## config.mk

```make
export PLATFORM = sky130hd
export DESIGN_NAME = router_input_vc_route_arbiter
export DESIGN_NICKNAME = d
export VERILOG_FILES = /design/src/rtl/rivra_pkg.sv /design/src/rtl/rivra_vc_fifo.sv /design/src/rtl/router_input_vc_route_arbiter.sv
export SDC_FILE = /design/constraint.sdc
export NUM_CORES = 1
export LEC_CHECK = 0
export ABC_AREA = 0
export BUFFER_PORTS_ARGS = -buffer_cell sky130_fd_sc_hd__buf_2
export CELL_PAD_IN_SITES_DETAIL_PLACEMENT = 1
export CELL_PAD_IN_SITES_GLOBAL_PLACEMENT = 1
export CORE_UTILIZATION = 59
export CTS_BUF_LIST = sky130_fd_sc_hd__clkbuf_16
export DETAILED_ROUTE_END_ITERATION = 8
export GPL_ROUTABILITY_DRIVEN = 1
export PLACE_DENSITY_LB_ADDON = 0.08
export SLEW_MARGIN = 10
export SYNTH_ARGS = -nofsm -noshare
export SYNTH_HDL_FRONTEND = slang
export SYNTH_HIERARCHICAL = 1
export SYNTH_SLANG_ARGS = --single-unit
```

## constraint.sdc

```tcl
create_clock -name clk -period 9.7 [get_ports clk]
set_clock_uncertainty 0.05 [all_clocks]
set_input_delay 0.97 -clock clk [delete_from_list [all_inputs] [get_ports clk]]
set_output_delay 0.97 -clock clk [all_outputs]
set_load 0.02 [all_outputs]
```

## src/rtl/rivra_pkg.sv

```systemverilog
// shared types, constants and the route function of the router input port
package rivra_pkg;

  localparam int DATA_WIDTH  = 32;
  localparam int COORD_WIDTH = 4;
  localparam int NUM_VC_DEF  = 4;
  localparam int VC_DEPTH_DEF = 4;
  localparam int CFG_IDX_W   = 4;
  localparam int CFG_DATA_W  = 32;

  typedef logic [COORD_WIDTH-1:0] coord_t;
  typedef logic [DATA_WIDTH-1:0]  data_t;

  typedef enum logic [0:0] {
    MODE_WRITE = 1'b0,
    MODE_READ  = 1'b1
  } mode_t;

  typedef enum logic [2:0] {
    DIR_TILE = 3'd0,
    DIR_XP   = 3'd1,
    DIR_XM   = 3'd2,
    DIR_YP   = 3'd3,
    DIR_YM   = 3'd4
  } dir_t;

  localparam logic [CFG_IDX_W-1:0] REG_MY_X = CFG_IDX_W'(0);
  localparam logic [CFG_IDX_W-1:0] REG_MY_Y = CFG_IDX_W'(1);

  typedef struct packed {
    mode_t      mode;
    data_t      flit_data;
    logic       active;
    coord_t     dest_x;
    coord_t     dest_y;
    logic       route_yx;
    logic [2:0] req_dir;
  } in_item_t;

  typedef struct packed {
    logic   ok;
    data_t  out_data;
    logic   out_active;
    coord_t out_dest_x;
    coord_t out_dest_y;
    logic   out_route_yx;
  } out_item_t;

  typedef struct packed {
    data_t  data;
    logic   act;
    coord_t dest_x;
    coord_t dest_y;
    logic   route_yx;
    dir_t   dir;
  } vc_entry_t;

  typedef struct packed {
    logic full;
    logic nonempty;
  } vc_status_t;

  // dimension-order route: tile on match, else x then y (XY) or y then x (YX)
  function automatic dir_t route_of(input coord_t dx, input coord_t dy, input logic yx,
                                    input coord_t mx, input coord_t my);
    dir_t d;
    if (dx == mx && dy == my) begin
      d = DIR_TILE;
    end else if (!yx) begin
      if (mx < dx)      d = DIR_XP;
      else if (mx > dx) d = DIR_XM;
      else if (my < dy) d = DIR_YP;
      else              d = DIR_YM;
    end else begin
      if (my < dy)      d = DIR_YP;
      else if (my > dy) d = DIR_YM;
      else if (mx < dx) d = DIR_XP;
      else              d = DIR_XM;
    end
    return d;
  endfunction

endpackage

```

## src/rtl/rivra_vc_fifo.sv

```systemverilog
// one virtual-channel fifo with a registered head entry
module rivra_vc_fifo import rivra_pkg::*; #(
  parameter int DEPTH = VC_DEPTH_DEF
) (
  input  logic       clk,
  input  logic       rst_n,
  input  logic       push,
  input  vc_entry_t  push_entry,
  input  logic       pop,
  output vc_entry_t  head_entry,
  output vc_status_t status
);

  localparam int PTR_W = (DEPTH > 1) ? $clog2(DEPTH) : 1;
  localparam int CNT_W = $clog2(DEPTH + 1);
  localparam logic [PTR_W-1:0] PTR_LAST = PTR_W'(DEPTH - 1);
  localparam logic [CNT_W-1:0] CNT_FULL = CNT_W'(DEPTH);

  vc_entry_t        mem [DEPTH];
  vc_entry_t        head_entry_r;
  logic [PTR_W-1:0] head_r, head_nxt;
  logic [PTR_W-1:0] tail_r, tail_nxt;
  logic [CNT_W-1:0] count_r, count_nxt;

  always_comb begin
    head_nxt = head_r;
    tail_nxt = tail_r;
    if (pop) begin
      head_nxt = (head_r == PTR_LAST) ? '0 : head_r + PTR_W'(1);
    end
    if (push) begin
      tail_nxt = (tail_r == PTR_LAST) ? '0 : tail_r + PTR_W'(1);
    end
    case ({push, pop})
      2'b10:   count_nxt = count_r + CNT_W'(1);
      2'b01:   count_nxt = count_r - CNT_W'(1);
      default: count_nxt = count_r;
    endcase
  end

  always_ff @(posedge clk) begin
    if (!rst_n) begin
      head_r  <= '0;
      tail_r  <= '0;
      count_r <= '0;
    end else begin
      head_r  <= head_nxt;
      tail_r  <= tail_nxt;
      count_r <= count_nxt;
    end
  end

  always_ff @(posedge clk) begin
    if (push) begin
      mem[tail_r] <= push_entry;
    end
  end

  // read ahead at the next head; bypass when that slot is written this cycle
  always_ff @(posedge clk) begin
    if (push && tail_r == head_nxt) begin
      head_entry_r <= push_entry;
    end else begin
      head_entry_r <= mem[head_nxt];
    end
  end

  assign head_entry      = head_entry_r;
  assign status.full     = (count_r == CNT_FULL);
  assign status.nonempty = (count_r != '0);

endmodule

```

## src/rtl/router_input_vc_route_arbiter.sv

```systemverilog
// router input port: xy/yx route compute, vc fifos and round-robin dequeue
// an accepted start reaches out_strobe through the input register, then the result register
// throughput: one transaction per cycle; busy is never raised, work sits between
//   the input register and the result register, the vc heads are registered reads
// reset clears coordinates, vc pointers, counts and the round-robin pointer;
//   fifo storage is not cleared; the receiver cannot stall
module router_input_vc_route_arbiter import rivra_pkg::*; #(
  parameter int NUM_VC   = NUM_VC_DEF,
  parameter int VC_DEPTH = VC_DEPTH_DEF
) (
  input  logic                  clk,
  input  logic                  rst_n,
  input  logic                  start,
  output logic                  busy,
  input  in_item_t              in_item,
  output logic                  out_strobe,
  output out_item_t             out_item,
  input  logic                  cfg_valid,
  output logic                  cfg_ready,
  input  logic [CFG_IDX_W-1:0]  cfg_index,
  input  logic [CFG_DATA_W-1:0] cfg_data
);

  localparam int VC_W = (NUM_VC > 1) ? $clog2(NUM_VC) : 1;
  localparam logic [VC_W-1:0] VC_LAST = VC_W'(NUM_VC - 1);

  coord_t     my_x_r, my_y_r;
  logic       in_vld_r;
  in_item_t   in_q_r;
  logic       out_strobe_r;
  out_item_t  out_item_r, out_item_nxt;
  logic [VC_W-1:0] rr_r, rr_nxt;

  vc_entry_t  head   [NUM_VC];
  vc_status_t stat   [NUM_VC];
  logic [NUM_VC-1:0] push_v, pop_v;
  vc_entry_t  new_entry;

  logic [NUM_VC-1:0] match_v, match_hi_v;
  logic              wr_found, rd_found, hi_found;
  logic [VC_W-1:0]   wr_idx, lo_idx, hi_idx, rd_idx;

  assign busy      = 1'b0;
  assign cfg_ready = 1'b1;

  always_ff @(posedge clk) begin
    if (!rst_n) begin
      my_x_r <= '0;
      my_y_r <= '0;
    end else if (cfg_valid) begin
      if (cfg_index == REG_MY_X) my_x_r <= cfg_data[COORD_WIDTH-1:0];
      if (cfg_index == REG_MY_Y) my_y_r <= cfg_data[COORD_WIDTH-1:0];
    end
  end

  always_ff @(posedge clk) begin
    if (!rst_n) begin
      in_vld_r <= 1'b0;
    end else begin
      in_vld_r <= start && !busy;
    end
  end

  always_ff @(posedge clk) begin
    if (start && !busy) begin
      in_q_r <= in_item;
    end
  end

  always_comb begin
    new_entry.data     = in_q_r.flit_data;
    new_entry.act      = in_q_r.active;
    new_entry.dest_x   = in_q_r.dest_x;
    new_entry.dest_y   = in_q_r.dest_y;
    new_entry.route_yx = in_q_r.route_yx;
    new_entry.dir      = route_of(in_q_r.dest_x, in_q_r.dest_y, in_q_r.route_yx,
                                  my_x_r, my_y_r);
  end

  // lowest vc with room
  always_comb begin
    wr_found = 1'b0;
    wr_idx   = '0;
    for (int v = 0; v < NUM_VC; v++) begin
      if (!wr_found && !stat[v].full) begin
        wr_found = 1'b1;
        wr_idx   = VC_W'(v);
      end
    end
  end

  // heads that can go to the requested direction; search from rr_r upward first
  always_comb begin
    for (int v = 0; v < NUM_VC; v++) begin
      match_v[v]    = stat[v].nonempty && head[v].act &&
                      (3'(head[v].dir) == in_q_r.req_dir);
      match_hi_v[v] = match_v[v] && (VC_W'(v) >= rr_r);
    end
    rd_found = 1'b0;
    lo_idx   = '0;
    hi_found = 1'b0;
    hi_idx   = '0;
    for (int v = 0; v < NUM_VC; v++) begin
      if (!rd_found && match_v[v]) begin
        rd_found = 1'b1;
        lo_idx   = VC_W'(v);
      end
      if (!hi_found && match_hi_v[v]) begin
        hi_found = 1'b1;
        hi_idx   = VC_W'(v);
      end
    end
    rd_idx = hi_found ? hi_idx : lo_idx;
  end

  always_comb begin
    out_item_nxt = '0;
    push_v       = '0;
    pop_v        = '0;
    rr_nxt       = rr_r;
    if (in_vld_r) begin
      case (in_q_r.mode)
        MODE_WRITE: begin
          if (wr_found) begin
            push_v[wr_idx]  = 1'b1;
            out_item_nxt.ok = 1'b1;
          end
        end
        MODE_READ: begin
          if (rd_found) begin
            pop_v[rd_idx]             = 1'b1;
            out_item_nxt.ok           = 1'b1;
            out_item_nxt.out_data     = head[rd_idx].data;
            out_item_nxt.out_active   = head[rd_idx].act;
            out_item_nxt.out_dest_x   = head[rd_idx].dest_x;
            out_item_nxt.out_dest_y   = head[rd_idx].dest_y;
            out_item_nxt.out_route_yx = head[rd_idx].route_yx;
            rr_nxt = (rd_idx == VC_LAST) ? '0 : rd_idx + VC_W'(1);
          end
        end
        default: ;
      endcase
    end
  end

  for (genvar g = 0; g < NUM_VC; g++) begin : g_vc
    rivra_vc_fifo #(
      .DEPTH (VC_DEPTH)
    ) u_fifo (
      .clk        (clk),
      .rst_n      (rst_n),
      .push       (push_v[g]),
      .push_entry (new_entry),
      .pop        (pop_v[g]),
      .head_entry (head[g]),
      .status     (stat[g])
    );
  end

  always_ff @(posedge clk) begin
    if (!rst_n) begin
      out_strobe_r <= 1'b0;
      rr_r         <= '0;
    end else begin
      out_strobe_r <= in_vld_r;
      rr_r         <= rr_nxt;
    end
  end

  always_ff @(posedge clk) begin
    out_item_r <= out_item_nxt;
  end

  assign out_strobe = out_strobe_r;
  assign out_item   = out_item_r;

endmodule

```

Word-level counts from Yosys, hierarchy flattened:

Memory sizes are Yosys's and may differ from the RTL's. A register that Yosys moved wholly into a read port is not among the register bits.
Cells that the tools add are included.

* RAM bits: 720
* word-level logic and storage cells: 212
* bits in latches: 0
* memories: 4
* memory bits (read-only): 0
* input bits: 86
* output and inout port bits: 46
* register bits after elaboration: 129

Memories
* g_vc[0].u_fifo.mem: words 4, bits a word 45, read ports 1, clocked after Yosys merged registers in 1, wr ports 1, line rivra_vc_fifo.sv:19 `vc_entry_t mem [DEPTH];`
* g_vc[1].u_fifo.mem: words 4, bits a word 45, read ports 1, clocked after Yosys merged registers in 1, wr ports 1, line rivra_vc_fifo.sv:19
* g_vc[2].u_fifo.mem: words 4, bits a word 45, read ports 1, clocked after Yosys merged registers in 1, wr ports 1, line rivra_vc_fifo.sv:19
* g_vc[3].u_fifo.mem: words 4, bits a word 45, read ports 1, clocked after Yosys merged registers in 1, wr ports 1, line rivra_vc_fifo.sv:19

* muxes and demuxes: 71
* multipliers: 0
* bitwise operators: 2
* equality and inequality tests: 28
* reduce and logical (&&, ||, !) cells: 47
* add/sub/neg operators: 17
* div/mod/pow operators: 0
* order comparisons: 13
* shift operators: 0

Operators with widths (count)
* 45-bit binary-select mux with 2-bit select: 1
* 45-bit 2-to-1 mux: 2
* 43-bit 2-to-1 mux: 1
* 2-bit 2-to-1 mux: 21
* 2-bit == test (second input constant): 13
* 1-bit 2-to-1 mux: 26
* 1-bit logical AND: 24
* 4-bit 2-to-1 mux: 6
* 3-bit one-hot mux with 2 select lines: 4
* 3-bit 2-to-1 mux: 7
* 2-bit by 1-bit adder with 2-bit output (second input constant): 9
* 3-bit by 1-bit adder with 3-bit output (second input constant): 4
* 3-bit == test: 4
* 3-bit == test (second input constant): 4
* 3-bit nonzero test: 4
* 3-bit by 1-bit subtractor with 3-bit output (second input constant): 4
* 1-bit zero test: 11
* 2-bit by 1-bit == test with 1-bit output (second input constant): 4
* 4-bit == test: 2
* 4-bit > comparator: 2
* 4-bit < comparator: 2
* 2-bit nonzero test: 4
* 2-bit by 3-bit < comparator with 1-bit output (second input constant): 2
* 1-bit demux with 2-bit select: 2
* 11 further kinds: 15

Depth between registers and ports, before layout:

* word-level depth: 24
* mapped depth: 17
* gate-level depth less buffers: 13

Hierarchy:

The synthesis kept the hierarchy.

By module, submodules not included
* rivra_vc_fifo at g_vc[0].u_fifo ...: cells each 277, area each 6994.2 um2, sequential area each 5585.4 um2, instances 3
* rivra_vc_fifo at g_vc[1].u_fifo: cells each 278, area each 7013.0 um2, sequential area each 5585.4 um2, instances 1
* router_input_vc_route_arbiter: cells each 364, area each 4573.1 um2, sequential area each 2482.4 um2, instances 1

Worst setup path after synthesis:

OpenSTA, ideal clock, no wires.

* path type: register to register
* from: register with a tool-made name
* to: register g_vc[1].u_fifo.count_r[2]
* slack: 5688 ps
* cell stages (with the launch flop): 16
* period minus slack after synthesis: 4012 ps
* buffers on the path: 3
* setup time: 76 ps
* data required time: 9574 ps
* arrival time: 3886 ps
* cell sequence: dfxtp_1 -> buf_6 -> mux4_1 -> xor2_1 -> or4_1 -> and2_4 -> o21bai_1 -> buf_6 -> buf_6 -> ha_1 -> and2_1 -> ha_1 -> fa_1 -> xnor2_1 -> or3_1 -> a21boi_0

RTL lines
* to (signal assigned): line rivra_vc_fifo.sv:49 `count_r <= count_nxt;`
* to (decl): line rivra_vc_fifo.sv:23 `logic [CNT_W-1:0] count_r, count_nxt;`

==> summary.md <==
| Metric | Value |
|---|---|
| Post CTS Setup Buffer Count | `0` |
| Setup violations, final | `0` |
| Fin. max-slew vios | `0` |
| CTS sink cnt | `857` |
| Area share of the largest cell type after synthesis | `70.6%` |
| Synth warn | `6` |
| Startpoint types | `register` |
| Initial DRC Count | `1451` |
| Count of flip-flops with a built-in enable after synthesis | `766` |
| Sequential area share after synthesis | `76.2%` |
| Delay-heaviest family, CP | `buffers and inverters` |
| DP HPWL | `35700 µm` |
| Slowest CP cell | `dfxtp_4` |
| P_leak | `12.5 nW` |
| GRT Resource Usage Total | `27.3%` |
| Number of synthesized register bits | `857` |
| Unique masters post-synth | `47` |
| Mean Syn Cell Area | `22.1 µm²` |
| WL per Instance | `31.0 µm` |
| Setup crit end kind | `register` |
| Critical Path RT | `10200 ps` |
| Status | `finished clean` |
| Asr flop ratio synth | `0%` |
| DIE HEIGHT | `237 µm` |
| Largest net degree at the start of global routing | `48` |
| Top_reg_cell synth | `edfxtp_1` |
| Syn Std Cell Area | `32600 µm²` |
| GRT overflow | `0` |
| Final #Nets | `1752` |
| Root Buffer | `clkbuf_16` |
| Fin crit share | `65.4%` |
| Area Growth Syn to Fin | `11.6%` |
| Max Cap Violations | `0` |
| Final setup TNS | `0 ps` |
| Internal | `5.97 mW` |
| Final Hold Fails | `0` |
| CP arrival | `6850 ps` |
| Fmax | `0.158 GHz` |
| Clock share of power | `43.5%` |
| DR DRC count | `0` |
| Reg clk slew, reported paths | `60 ps` |
| Clk Latency, worst-skew pair | `630 ps` |
| P per Cell Area | `205 nW/µm²` |
| I/O pins | `132` |
| Routed Antenna Nets | `0` |
| Seq pwr share | `55.5%` |
| Mapped Nets | `1596` |
| CP max FO | `29` |
| NetSw | `1.48 mW` |
| Reg2Reg Setup Slack | `3350 ps` |
| Peak VDD IR | `153 µV` |
| Post-CTS sizing | `0` |
| Mapped Cells | `1473` |
| Most frequent cell after synthesis | `edfxtp_1` |
| IO Port Bufs | `101` |
| Crit path buffers/inverters | `3` |
| Commonest cells post-synth | `edfxtp_1 (766), mux4_2 (160), mux2i_1 (100)` |
| Total die area | `56100 µm²` |
| Tmin final | `6350 ps` |
| Hold Slack | `400 ps` |
| Sw Share | `19.8%` |
| Kind of critical path | `register to register` |
| First-pass GRT wire length | `108000 µm` |
| Post-CTS Hold Buffers | `0` |
| Vias in the first global route | `16466` |
| Core Region | `54100 µm²` |
| CP Cell Sequence | `buf_4 -> mux4_1 -> xor2_1 -> nor4_1 -> a21oi_1 -> o21bai_4 -> buf_4 -> inv_1 -> ha_1 -> and2_1 -> ha_1 -> fa_1 -> xnor2_1 -> or3_1 -> a21boi_0` |
| Top cells by area, synth | `edfxtp_1 (71%), mux4_2 (11%), dfxtp_1 (5.6%)` |
| Final WL | `74400 µm` |
| Site Rows | `85` |
| CTS Buffer Depth | `3` |
| Pre-CTS WS | `3300 ps` |
| Initial DRT Pass Iterations | `5` |
| Slowest cell delay on critical path | `840 ps` |
| Final GP Congestion | `0.719` |
| Fraction of layout cells with a size suffix above 1 | `26.0%` |
| Hold crit path type | `register to register` |
| CTS tree | `done` |
| Power Total | `7.45 mW` |
| RSZ-0062 raised after global routing | `false` |
| Setup ws final | `3350 ps` |
| Combinational Power Share | `1.0%` |
| ANT cells | `0` |
| H-tree Lvls | `3` |
| Dominant cell type by area after synthesis | `edfxtp_1` |
| DR vias | `15253` |
| Slew HR | `29.9%` |
| Initial Util | `60.2%` |
| Worst Max-Slew Pin Slew | `1040 ps` |
| Initial antenna violation count | `0` |
| DR vias/cell | `6.36` |
| Total CTS buffers | `85` |
| Die X-Extent | `237 µm` |
-- cell usage in the layout, fill, tap and decap left out, drive strengths merged, types with 14 or more instances in the layout --
| cell | count |
|---|---|
| and2 | 35 |
| buf | 129 |
| clkbuf | 89 |
| clkinv | 29 |
| dfxtp | 91 |
| edfxtp | 766 |
| ha | 33 |
| inv | 53 |
| mux2i | 100 |
| mux4 | 180 |
| nand2 | 14 |
| nor2b | 25 |
| o22ai | 42 |
| xor2 | 15 |
-- power groups by stage --
stage	registers (mW)	logic, mW	clock network, mW
floorplan	4.19	0.0348	0
global placement	4.20	0.0678	0
detailed placement	4.21	0.0717	0
CTS	4.14	0.0729	3.29
global route	4.14	0.0782	3.42
finish	4.14	0.0730	3.24
-- logic make-up after synthesis --
group	after synthesis	synth area share (%)
simple gates	113	2.12
xor+xnor	26	0.699
flops	857	76.2
buf+inv	84	2.20
fa+ha+maj	37	1.51
compound gates	73	1.44
other cells	2	0.0231
mux	281	15.8
-- registers in the layout (all words and copies together), names as in the netlist, named ones only --
register and cells:
in_vld_r 1, g_vc.u_fifo/count_r 12, my_y_r 4, my_x_r 4
rr_r 2, out_item 43, g_vc.u_fifo/tail_r 8, g_vc.u_fifo/head_r 8
out_strobe 1, in_q_r 46, g_vc.u_fifo/mem 720
-- final timing paths --
path | startpoint | to | cells after the start
worst max-delay path | register | g_vc[3].u_fifo/count_r[2]$_SDFFE_PN0P_ | 15
worst min-delay path | g_vc[0].u_fifo/head_r[1]$_SDFF_PN0_ | register | 1
worst max register to register | register | g_vc[3].u_fifo/count_r[2]$_SDFFE_PN0P_ | 15
worst min register to register | g_vc[0].u_fifo/head_r[1]$_SDFF_PN0_ | register | 1
-- through the flow --
stage	instances	area, µm²	util, %
final	2398	36400	67.2
after global placement	2238	33600	62.0
after floorplan	1473	32600	-
after global routing	2398	36400	67.2
after CTS	2398	36400	67.2
after detailed placement	2238	33600	62.0
-- metal layers --
metal / GRT usage, % / wire, µm / vias up
met5: 0 / 0 / -
met4: 8.05 / 1860 / 0
met3: 4.46 / 4990 / 142
met2: 45.1 / 37100 / 613
met1: 38.2 / 30400 / 8129
li1: - / - / 6369
-- cell type report --
cell class                 count  area (µm²)
inverter                      24        91.3
multi-input combinational    532        7070
tap                          696         871
clock buffer                  89        2230
fill                        4272       17800
clock inverter                71         541
timing repair buffer         129         716
sequential                   857       24800
Power figures use the tool's default switching activity.
